**src/sv/ucarl_pkg.sv**
```systemverilog
// ----------------------------------------------------------------------------
// ucarl_pkg
// Shared types, character codes and the microcode program of the command link.
// ----------------------------------------------------------------------------
package ucarl_pkg;

    // item kinds on the request tuser bit
    localparam logic KIND_BYTE = 1'b0;
    localparam logic KIND_TICK = 1'b1;

    // character codes
    localparam logic [7:0] CH_BANG  = 8'h21;
    localparam logic [7:0] CH_HASH  = 8'h23;
    localparam logic [7:0] CH_A     = 8'h41;
    localparam logic [7:0] CH_D     = 8'h44;
    localparam logic [7:0] CH_C     = 8'h43;
    localparam logic [7:0] CH_EQ    = 8'h3D;
    localparam logic [7:0] CH_CR    = 8'h0D;
    localparam logic [7:0] CH_LF    = 8'h0A;
    localparam logic [7:0] CH_R     = 8'h52;
    localparam logic [7:0] CH_S     = 8'h53;
    localparam logic [7:0] CH_T     = 8'h54;
    localparam logic [7:0] CH_O     = 8'h4F;
    localparam logic [7:0] CH_K     = 8'h4B;
    localparam logic [3:0] CH_DIGIT_HI = 4'h3;

    localparam int TIMEOUT_W     = 16;
    localparam logic [TIMEOUT_W-1:0] TIMEOUT_RESET = 16'd3000;

    // program counter and program addresses
    localparam int PC_W = 4;
    localparam logic [PC_W-1:0] P_IDLE  = 4'd0;
    localparam logic [PC_W-1:0] P_ECHO  = 4'd1;
    localparam logic [PC_W-1:0] P_WAIT  = 4'd2;
    localparam logic [PC_W-1:0] P_BANG  = 4'd3;
    localparam logic [PC_W-1:0] P_A     = 4'd4;
    localparam logic [PC_W-1:0] P_D     = 4'd5;
    localparam logic [PC_W-1:0] P_C     = 4'd6;
    localparam logic [PC_W-1:0] P_EQ    = 4'd7;
    localparam logic [PC_W-1:0] P_DIGIT = 4'd8;
    localparam logic [PC_W-1:0] P_HASH  = 4'd9;
    localparam logic [PC_W-1:0] P_CR    = 4'd10;
    localparam logic [PC_W-1:0] P_LF    = 4'd11;

    typedef enum logic [2:0] {
        OP_IDLE  = 3'd0,
        OP_ECHO  = 3'd1,
        OP_WAIT  = 3'd2,
        OP_CHAR  = 3'd3,
        OP_DIGIT = 3'd4
    } op_t;

    typedef enum logic [1:0] {
        JC_NEXT     = 2'd0,
        JC_GOTO     = 2'd1,
        JC_IF_FRAME = 2'd2
    } jc_t;

    typedef struct packed {
        op_t             op;
        logic [7:0]      ch;
        logic            last;
        jc_t             jc;
        logic [PC_W-1:0] target;
    } ctrl_t;

    // parser events raised on an accepted request
    typedef struct packed {
        logic send_frame;
        logic load_sample;
    } evt_t;

    function automatic ctrl_t rom_word(input logic [PC_W-1:0] pc);
        ctrl_t w;
        w = '{op: OP_IDLE, ch: 8'h00, last: 1'b0, jc: JC_GOTO, target: P_IDLE};
        case (pc)
            P_IDLE:  w = '{op: OP_IDLE,  ch: 8'h00,   last: 1'b0, jc: JC_NEXT, target: P_IDLE};
            P_ECHO:  w = '{op: OP_ECHO,  ch: 8'h00,   last: 1'b0, jc: JC_IF_FRAME,
                           target: P_WAIT};
            P_WAIT:  w = '{op: OP_WAIT,  ch: 8'h00,   last: 1'b0, jc: JC_NEXT, target: P_IDLE};
            P_BANG:  w = '{op: OP_CHAR,  ch: CH_BANG, last: 1'b0, jc: JC_NEXT, target: P_IDLE};
            P_A:     w = '{op: OP_CHAR,  ch: CH_A,    last: 1'b0, jc: JC_NEXT, target: P_IDLE};
            P_D:     w = '{op: OP_CHAR,  ch: CH_D,    last: 1'b0, jc: JC_NEXT, target: P_IDLE};
            P_C:     w = '{op: OP_CHAR,  ch: CH_C,    last: 1'b0, jc: JC_NEXT, target: P_IDLE};
            P_EQ:    w = '{op: OP_CHAR,  ch: CH_EQ,   last: 1'b0, jc: JC_NEXT, target: P_IDLE};
            P_DIGIT: w = '{op: OP_DIGIT, ch: 8'h00,   last: 1'b0, jc: JC_NEXT, target: P_IDLE};
            P_HASH:  w = '{op: OP_CHAR,  ch: CH_HASH, last: 1'b0, jc: JC_NEXT, target: P_IDLE};
            P_CR:    w = '{op: OP_CHAR,  ch: CH_CR,   last: 1'b0, jc: JC_NEXT, target: P_IDLE};
            P_LF:    w = '{op: OP_CHAR,  ch: CH_LF,   last: 1'b1, jc: JC_GOTO, target: P_IDLE};
            default: w = '{op: OP_IDLE,  ch: 8'h00,   last: 1'b0, jc: JC_GOTO, target: P_IDLE};
        endcase
        return w;
    endfunction

endpackage

```
**src/sv/ucarl_parser.sv**
```systemverilog
// ----------------------------------------------------------------------------
// ucarl_parser
// Command parser, acknowledgement state and resend timer.
// ----------------------------------------------------------------------------
module ucarl_parser (
    input  logic                            aclk,
    input  logic                            aresetn,
    input  logic                            in_accept,
    input  logic                            in_kind,
    input  logic [7:0]                      in_byte,
    input  logic [ucarl_pkg::TIMEOUT_W-1:0] timeout,
    output ucarl_pkg::evt_t                 evt
);

    logic                            collecting_reg, collecting_next;
    logic [7:0]                      chars_reg [3];
    logic [7:0]                      chars_next [3];
    logic [1:0]                      len_reg, len_next;
    logic                            awaiting_reg, awaiting_next;
    logic [ucarl_pkg::TIMEOUT_W-1:0] ticks_reg, ticks_next;
    logic                            is_rst, is_ok;

    always_comb begin
        collecting_next = collecting_reg;
        chars_next      = chars_reg;
        len_next        = len_reg;
        awaiting_next   = awaiting_reg;
        ticks_next      = ticks_reg;
        evt             = '0;

        is_rst = (len_reg == 2'd3) && (chars_reg[0] == ucarl_pkg::CH_R) &&
                 (chars_reg[1] == ucarl_pkg::CH_S) && (chars_reg[2] == ucarl_pkg::CH_T);
        is_ok  = !is_rst && (len_reg >= 2'd2) && (chars_reg[0] == ucarl_pkg::CH_O) &&
                 (chars_reg[1] == ucarl_pkg::CH_K);

        if (in_accept) begin
            if (in_kind == ucarl_pkg::KIND_BYTE) begin
                if (!collecting_reg) begin
                    if (in_byte == ucarl_pkg::CH_BANG) begin
                        collecting_next = 1'b1;
                        len_next        = 2'd0;
                    end
                end else if (in_byte == ucarl_pkg::CH_HASH) begin
                    collecting_next = 1'b0;
                    if (is_rst && !awaiting_reg) begin
                        evt.send_frame  = 1'b1;
                        evt.load_sample = 1'b1;
                        ticks_next      = timeout;
                        awaiting_next   = 1'b1;
                    end else if (is_ok && awaiting_reg) begin
                        awaiting_next = 1'b0;
                    end
                end else if (len_reg != 2'd3) begin
                    // only the first three command bytes are kept
                    chars_next[len_reg] = in_byte;
                    len_next            = len_reg + 2'd1;
                end
            end else if (awaiting_reg) begin
                if (ticks_reg[ucarl_pkg::TIMEOUT_W-1:1] == '0) begin
                    evt.send_frame = 1'b1;
                    ticks_next     = timeout;
                end else begin
                    ticks_next = ticks_reg - 1'b1;
                end
            end
        end
    end

    always_ff @(posedge aclk) begin
        if (!aresetn) begin
            collecting_reg <= 1'b0;
            chars_reg      <= '{default: 8'h00};
            len_reg        <= 2'd0;
            awaiting_reg   <= 1'b0;
            ticks_reg      <= '0;
        end else begin
            collecting_reg <= collecting_next;
            chars_reg      <= chars_next;
            len_reg        <= len_next;
            awaiting_reg   <= awaiting_next;
            ticks_reg      <= ticks_next;
        end
    end

endmodule

```
**src/sv/ucarl_dabble.sv**
```systemverilog
// ----------------------------------------------------------------------------
// ucarl_dabble
// Holds the latched sample and converts it to decimal, one bit per cycle.
// ----------------------------------------------------------------------------
module ucarl_dabble #(
    parameter int ADC_BITS = 12,
    parameter int NDIG     = 4,
    localparam int CNT_W   = $clog2(ADC_BITS + 1)
) (
    input  logic                  aclk,
    input  logic                  aresetn,
    input  logic                  start,
    input  logic [ADC_BITS-1:0]   sample,
    output logic                  busy,
    output logic [NDIG*4-1:0]     bcd
);

    logic [ADC_BITS-1:0] bin_reg, bin_next;
    logic [NDIG*4-1:0]   bcd_reg, bcd_next;
    logic [NDIG*4-1:0]   adj;
    logic [CNT_W-1:0]    cnt_reg, cnt_next;
    logic                busy_reg, busy_next;

    always_comb begin
        for (int i = 0; i < NDIG; i++) begin
            adj[i*4 +: 4] = (bcd_reg[i*4 +: 4] >= 4'd5) ? bcd_reg[i*4 +: 4] + 4'd3
                                                         : bcd_reg[i*4 +: 4];
        end
        bin_next  = bin_reg;
        bcd_next  = bcd_reg;
        cnt_next  = cnt_reg;
        busy_next = busy_reg;
        if (start) begin
            bin_next  = sample;
            bcd_next  = '0;
            cnt_next  = CNT_W'(ADC_BITS);
            busy_next = 1'b1;
        end else if (busy_reg) begin
            // add-3 then shift in the next binary bit
            bcd_next  = {adj[NDIG*4-2:0], bin_reg[ADC_BITS-1]};
            bin_next  = {bin_reg[ADC_BITS-2:0], 1'b0};
            cnt_next  = cnt_reg - 1'b1;
            busy_next = (cnt_reg != CNT_W'(1));
        end
    end

    always_ff @(posedge aclk) begin
        if (!aresetn) begin
            busy_reg <= 1'b0;
            cnt_reg  <= '0;
        end else begin
            busy_reg <= busy_next;
            cnt_reg  <= cnt_next;
        end
    end

    always_ff @(posedge aclk) begin
        bin_reg <= bin_next;
        bcd_reg <= bcd_next;
    end

    assign busy = busy_reg;
    assign bcd  = bcd_reg;

endmodule

```
**src/sv/ucarl_seq.sv**
```systemverilog
// ----------------------------------------------------------------------------
// ucarl_seq
// Microcode sequencer: steps through the program and drives the output slot.
// ----------------------------------------------------------------------------
module ucarl_seq #(
    parameter int NDIG   = 4,
    localparam int DIG_W = $clog2(NDIG)
) (
    input  logic              aclk,
    input  logic              aresetn,
    input  logic              in_accept,
    input  logic              in_kind,
    input  logic [7:0]        in_byte,
    input  ucarl_pkg::evt_t   evt,
    input  logic              conv_busy,
    input  logic [NDIG*4-1:0] bcd,
    output logic              in_ready,
    output logic              m_tvalid,
    input  logic              m_tready,
    output logic [7:0]        m_tdata,
    output logic              m_tlast
);

    logic [ucarl_pkg::PC_W-1:0] pc_reg, pc_next;
    logic                       frame_pend_reg, frame_pend_next;
    logic [7:0]                 echo_reg, echo_next;
    logic [DIG_W-1:0]           dig_idx_reg, dig_idx_next;
    logic                       started_reg, started_next;
    logic                       tvalid_reg, tvalid_next;
    logic [7:0]                 tdata_reg, tdata_next;
    logic                       tlast_reg, tlast_next;

    ucarl_pkg::ctrl_t ctrl;
    logic             out_free;
    logic             emit, done;
    logic [7:0]       emit_data;
    logic             emit_last;
    logic [3:0]       digit;

    always_comb begin
        ctrl            = ucarl_pkg::rom_word(pc_reg);
        out_free        = !tvalid_reg || m_tready;
        digit           = bcd[dig_idx_reg*4 +: 4];
        pc_next         = pc_reg;
        frame_pend_next = frame_pend_reg;
        echo_next       = echo_reg;
        dig_idx_next    = dig_idx_reg;
        started_next    = started_reg;
        emit            = 1'b0;
        done            = 1'b0;
        emit_data       = ctrl.ch;
        emit_last       = ctrl.last;

        case (ctrl.op)
            ucarl_pkg::OP_IDLE: begin
                dig_idx_next = DIG_W'(NDIG - 1);
                started_next = 1'b0;
                if (in_accept) begin
                    echo_next = in_byte;
                    if (in_kind == ucarl_pkg::KIND_BYTE) begin
                        pc_next         = ucarl_pkg::P_ECHO;
                        frame_pend_next = evt.send_frame;
                    end else if (evt.send_frame) begin
                        pc_next = ucarl_pkg::P_WAIT;
                    end
                end
            end
            ucarl_pkg::OP_ECHO: begin
                emit_data = echo_reg;
                emit_last = !frame_pend_reg;
                emit      = out_free;
                done      = out_free;
            end
            ucarl_pkg::OP_WAIT: begin
                done = !conv_busy;
            end
            ucarl_pkg::OP_CHAR: begin
                emit = out_free;
                done = out_free;
            end
            ucarl_pkg::OP_DIGIT: begin
                emit_data = {ucarl_pkg::CH_DIGIT_HI, digit};
                if (!started_reg && digit == 4'd0 && dig_idx_reg != '0) begin
                    // leading zero: skip without output
                    dig_idx_next = dig_idx_reg - 1'b1;
                end else if (out_free) begin
                    emit         = 1'b1;
                    started_next = 1'b1;
                    if (dig_idx_reg == '0) begin
                        done = 1'b1;
                    end else begin
                        dig_idx_next = dig_idx_reg - 1'b1;
                    end
                end
            end
            default: begin
                pc_next = ucarl_pkg::P_IDLE;
            end
        endcase

        if (done) begin
            case (ctrl.jc)
                ucarl_pkg::JC_NEXT:     pc_next = pc_reg + 1'b1;
                ucarl_pkg::JC_GOTO:     pc_next = ctrl.target;
                ucarl_pkg::JC_IF_FRAME: pc_next = frame_pend_reg ? ctrl.target
                                                                 : ucarl_pkg::P_IDLE;
                default:                pc_next = ucarl_pkg::P_IDLE;
            endcase
        end

        tvalid_next = emit ? 1'b1 : (tvalid_reg && !m_tready);
        tdata_next  = emit ? emit_data : tdata_reg;
        tlast_next  = emit ? emit_last : tlast_reg;
    end

    always_ff @(posedge aclk) begin
        if (!aresetn) begin
            pc_reg         <= ucarl_pkg::P_IDLE;
            frame_pend_reg <= 1'b0;
            started_reg    <= 1'b0;
            dig_idx_reg    <= '0;
            tvalid_reg     <= 1'b0;
        end else begin
            pc_reg         <= pc_next;
            frame_pend_reg <= frame_pend_next;
            started_reg    <= started_next;
            dig_idx_reg    <= dig_idx_next;
            tvalid_reg     <= tvalid_next;
        end
    end

    always_ff @(posedge aclk) begin
        echo_reg  <= echo_next;
        tdata_reg <= tdata_next;
        tlast_reg <= tlast_next;
    end

    assign in_ready = (ctrl.op == ucarl_pkg::OP_IDLE);
    assign m_tvalid = tvalid_reg;
    assign m_tdata  = tdata_reg;
    assign m_tlast  = tlast_reg;

    // program counter stays inside the program
    a_pc_range: assert property (@(posedge aclk) disable iff (!aresetn)
        pc_reg <= ucarl_pkg::P_LF)
        else $error("pc left the program");

    // digits are only read once the conversion has finished
    a_digit_after_conv: assert property (@(posedge aclk) disable iff (!aresetn)
        (pc_reg == ucarl_pkg::P_DIGIT) |-> !conv_busy)
        else $error("digit read during conversion");

    // final line feed of a frame returns the sequencer to idle
    a_lf_to_idle: assert property (@(posedge aclk) disable iff (!aresetn)
        (pc_reg == ucarl_pkg::P_LF && out_free) |=> pc_reg == ucarl_pkg::P_IDLE)
        else $error("no return to idle after frame");

    // no request is taken while a frame is still being produced
    a_no_accept_busy: assert property (@(posedge aclk) disable iff (!aresetn)
        (pc_reg != ucarl_pkg::P_IDLE) |-> !in_ready)
        else $error("ready outside idle");

endmodule

```
**src/sv/uart_command_ack_retry_link.sv**
```systemverilog
// ----------------------------------------------------------------------------
// uart_command_ack_retry_link
// Serial command link that echoes bytes and reports the converter sample.
// ----------------------------------------------------------------------------
// Each request is a received byte (tuser 0) or one timer tick (tuser 1). A byte
// is echoed and parsed; "!RST#" while idle latches adc_sample and sends
// "!ADC=<decimal>#\r\n", repeated every ack_timeout_ticks ticks until "!OK#"
// arrives. The block takes one request at a time, run by a small microcode
// program. A report frame waits for the bit-serial decimal conversion of the
// sample, which yields up to NDIG digits, where NDIG is the decimal width of a
// full-scale sample (4 at 12 bits); output stalls hold the sequencer.
module uart_command_ack_retry_link #(
    parameter int ADC_BITS  = 12,
    localparam int S_DATA_W = ((8 + ADC_BITS + 7) / 8) * 8
) (
    input  logic                 aclk,
    input  logic                 aresetn,
    input  logic                 cfg_wr_en,
    input  logic [15:0]          cfg_wr_data,     // ack_timeout_ticks
    input  logic                 s_axis_tvalid,
    output logic                 s_axis_tready,
    input  logic [S_DATA_W-1:0]  s_axis_tdata,    // rx_byte, adc_sample, zero pad
    input  logic                 s_axis_tuser,    // kind
    output logic                 m_axis_tvalid,
    input  logic                 m_axis_tready,
    output logic [7:0]           m_axis_tdata,    // tx_byte
    output logic                 m_axis_tlast
);

    localparam longint MAX_VAL = (64'd1 << ADC_BITS) - 64'd1;
    localparam int     NDIG    = (MAX_VAL >= 10000) ? 5 : ((MAX_VAL >= 1000) ? 4 : 3);

    logic [ucarl_pkg::TIMEOUT_W-1:0] timeout_reg;
    logic                            in_accept;
    ucarl_pkg::evt_t                 evt;
    logic                            conv_busy;
    logic [NDIG*4-1:0]               bcd;

    always_ff @(posedge aclk) begin
        if (!aresetn) begin
            timeout_reg <= ucarl_pkg::TIMEOUT_RESET;
        end else if (cfg_wr_en) begin
            timeout_reg <= cfg_wr_data;
        end
    end

    assign in_accept = s_axis_tvalid && s_axis_tready;

    ucarl_parser u_parser (
        .aclk      (aclk),
        .aresetn   (aresetn),
        .in_accept (in_accept),
        .in_kind   (s_axis_tuser),
        .in_byte   (s_axis_tdata[7:0]),
        .timeout   (timeout_reg),
        .evt       (evt)
    );

    ucarl_dabble #(
        .ADC_BITS (ADC_BITS),
        .NDIG     (NDIG)
    ) u_dabble (
        .aclk    (aclk),
        .aresetn (aresetn),
        .start   (in_accept && evt.load_sample),
        .sample  (s_axis_tdata[8 +: ADC_BITS]),
        .busy    (conv_busy),
        .bcd     (bcd)
    );

    ucarl_seq #(
        .NDIG (NDIG)
    ) u_seq (
        .aclk      (aclk),
        .aresetn   (aresetn),
        .in_accept (in_accept),
        .in_kind   (s_axis_tuser),
        .in_byte   (s_axis_tdata[7:0]),
        .evt       (evt),
        .conv_busy (conv_busy),
        .bcd       (bcd),
        .in_ready  (s_axis_tready),
        .m_tvalid  (m_axis_tvalid),
        .m_tready  (m_axis_tready),
        .m_tdata   (m_axis_tdata),
        .m_tlast   (m_axis_tlast)
    );

endmodule

```
**config.mk**
```make
export PLATFORM = sky130hd
export DESIGN_NAME = uart_command_ack_retry_link
export DESIGN_NICKNAME = d
export VERILOG_FILES = /design/src/sv/ucarl_pkg.sv /design/src/sv/ucarl_parser.sv /design/src/sv/ucarl_dabble.sv /design/src/sv/ucarl_seq.sv /design/src/sv/uart_command_ack_retry_link.sv
export SDC_FILE = /design/constraint.sdc
export NUM_CORES = 1
export LEC_CHECK = 0
export BUFFER_PORTS_ARGS = -buffer_cell sky130_fd_sc_hd__buf_2
export CORE_AREA = 2 2 93 185
export CTS_CLUSTER_DIAMETER = 60
export DETAILED_ROUTE_END_ITERATION = 7
export DIE_AREA = 0 0 95 187
export PLACE_DENSITY = 0.54
export SYNTH_ARGS = -nofsm -noshare
export SYNTH_HDL_FRONTEND = slang
export SYNTH_SLANG_ARGS = --single-unit
```
**constraint.sdc**
```tcl
create_clock -name aclk -period 3.65 [get_ports aclk]
set_clock_uncertainty 0.2 [all_clocks]
set_input_delay 0.1825 -clock aclk [delete_from_list [all_inputs] [get_ports aclk]]
set_output_delay 0.1825 -clock aclk [all_outputs]
set_load 0.01 [all_outputs]
```
==> metrics.yaml <==
global_route:
  grt_pass1_vias: 4892
  maximum_number_of_pins_on_one_net_before_global_route_repair: 35
  global_route.usage.total_pct: 17.2
  first_pass_grt_wire_length_um: 24000
  grt-ovfl-total: 0
  initial_antenna_violation_count: 0
sta:
  fin_hold_ws_ps: 56.7
  timing.final.setup_violations: 0
  tightest_slew_margin_relative_to_the_limit_pct: 40.3
  max_freq_ghz: 0.341
  max_slew.worst_pin.slew_ps: 895
  report.final.slew_viol_count: 0
  final_min_period_over_clock_period_pct: 80.4
  period_needed_ps: 2930
  grt_setup_unrepaired: "no"
  count_of_final_hold_check_violations: 0
  setup_tns_ps: 0
pwr:
  netSwitchingFraction_pct: 27.2
  comb_power_share_pct: 16.5
  p_leak_uw: 0.00305
  pwr_density_cell_nw_per_um2: 544
  totalPowerFinal_uw: 4310
  power.net_switching_uw: 1170
  power.clock.fraction_pct: 43.9
  p_int_uw: 3140
  share_seq_of_total_power_pct: 39.6
  vdd_ir_drop_max_mv: 0.322
yosys:
  seq_area_frac_synth_pct: 45.8
  ys_seq_elements: 132
  synthArstFlopShare_pct: 0
  synth_enable_flop_cells: 29
  syn_area_um2: 6410
  dominant_combinational_cell_family_by_area_after_synthesis: "simple AND/OR/NAND/NOR gates"
  synth_largest_area_cell: "dfxtp_1"
  synth_adder_area_share_pct: 4.30
  synthMuxAreaShare_pct: 7.46
  post_synth_xor_area_fraction_pct: 1.37
  yosys.area_share.simple_pct: 20.6
  synth.avg_cell_area_um2: 9.38
  mappedNetlistNets: 751
  synth_top_flop_cell: "dfxtp_1"
  synthCells: 683
  yosys.area.top_type_share_pct: 32.2
  ys.warnings.count: 0
  synth_compound_gate_area_share_pct: 16.3
  synth.lib_cells_used.distinct: 77
  post_synth_main_area_contributors: "dfxtp_1 (32%), edfxtp_1 (14%), a21oi_1 (5.5%)"
clock_network:
  cts_buffers: 17
  root_buffer: "clkbuf_16"
  cts_setup_buffers: 0
  worst_skew_pair.late_latency_ps: 420
  clk_path_buf_depth: 2
  postCtsResizedCells: 0
  cts.sink_count: 132
  h-tree-depth: 4
  cts_tree: "built"
  clk_pin_slew_ps: 60
cells_and_area:
  ant_diodes: 0
  fin_util_pct: 48.0
  area_growth_syn_to_layout_pct: 23.7
  largest_register_ffs: 24
  final_cell_mix: "dfxtp_1 (103), nand2_1 (78), nor2_1 (72)"
  finalNetCount: 844
  layout_commonest_cell: "dfxtp_1"
  layout-drive-gt1-share_pct: 17.6
  final_cell_count_without_fillers: 996
placement:
  gp_routability_congestion: 0.777
  dp.cells: 919
  numPortBuffers: 52
  dp_wirelength_um: 10200
floorplan:
  fp.dieArea_um2: 17800
  core_area_um2: 16500
  initial_standard_cell_utilization_of_the_core_pct: 38.8
  die_h_um: 187
  top_level_ports: 57
  die_w_um: 95
  floorplan_row_count: 67
min_path:
  holdCritPathClass: "input port to register"
detailed_routing:
  antenna_violating_nets_remaining: 0
  drt_iter0_markers: 286
  firstDrtPassIters: 4
  detail_route.wl_per_cell_um: 14.8
  vias: 5133
  route.detailed.drc: 0
  route.final.wire_length_um: 14700
  via_per_inst: 5.15
critical_path:
  cp.required_ps: 3620
  critical_path.endpoint_type: "register"
  cp.arrival_ps: 2900
  critPathMaxFanout: 13
  worst_setup_path_start_kind: "register"
  crit_type: "register to register"
run:
  cap_viol_max_count: 0
outcome:
  run_status: "complete, no violations"
[worst max-delay path, cell delays in order, from the launching register on]
cell      delay, ps
dfxtp_1         400
ha_1            210
nor4bb_1        310
nand4_1         230
or4_4           650
nor2_8          290
mux2_2          370
[stage by stage]
step	setup WS [ps]	instance area [um2]
after floorplan	579	6410
after detailed placement	685	6820
after global routing	389	7930
after CTS	677	7930
final	717	7930
after global placement	707	6820
[synth_stat cells, types with 3 or more instances]
cell type,number
dfxtp_1,103
nand2_1,78
nor2_1,72
a21oi_1,71
o21ai_0,38
nand3_1,34
edfxtp_1,29
inv_1,23
mux2i_1,23
ha_1,22
clkbuf_1,17
a22oi_1,12
nor3_1,10
nor4_1,10
mux2_4,9
and2_1,8
xnor2_1,6
and3_1,5
buf_2,5
nand2b_1,5
a22o_1,4
a2bb2oi_1,4
buf_4,4
mux4_2,4
nand4_1,4
nor4b_1,4
o21a_1,4
xor2_1,4
a211oi_1,3
a211oi_2,3
buf_6,3
nor4bb_1,3
[cell type report]
type                       count  area [um2]
sequential                   132        2930
multi-input combinational    494        3210
timing repair buffer         106         778
fill                        1585        8590
inverter                      25        93.8
clock inverter                15         228
tap                          207         259
clock buffer                  17         425
[metal layers]
metal	vias to the layer above	routed length (um)	track usage, %	part of all wire (%)
met1	2405	6770	22.4	46
met4	0	238	6.52	1.6
li1	2642	-	-	-
met5	-	0	0	0
met2	70	7350	28.3	50
met3	16	366	2.62	2.5
[final timing paths]
| path | start | to | slack, ps | cells past startpoint |
|---|---|---|---|---|
| worst max register to register | u_parser.len_reg[1] | u_dabble.bin_reg[1] | 720 | 6 |
| worst max-delay path | u_parser.len_reg[1] | u_dabble.bin_reg[1] | 720 | 6 |
| worst min-delay path | m_axis_tready | u_seq.m_tvalid | 60 | 3 |
| worst min register to register | u_parser.chars_reg[9] | u_parser.chars_reg[9] | 250 | 2 |
[cell families after synthesis]
group                      count (synthesis)
and+or+nand+nor                          260
AOI/OAI and AO/OA                        164
DFF                                      132
buffers and inverters                     57
muxes                                     38
adders and majority gates                 22
xor gates and xnor gates                  10
[power by group through the flow]
stage               logic (uW)  registers [uW]  clock network [uW]
floorplan                  505            1710                   0
global route               792            1720                1990
finish                     712            1710                1890
detailed placement         673            1740                   0
CTS                        715            1710                1930
global placement           667            1740                   0
[timing repair]
action / 4_1_cts / 5_1_grt
setup endpoints to repair: 0 / 0
hold endpoints to repair: 63 / 0
hold buffers: 45 / 0
(Power assumes the default switching activity.)
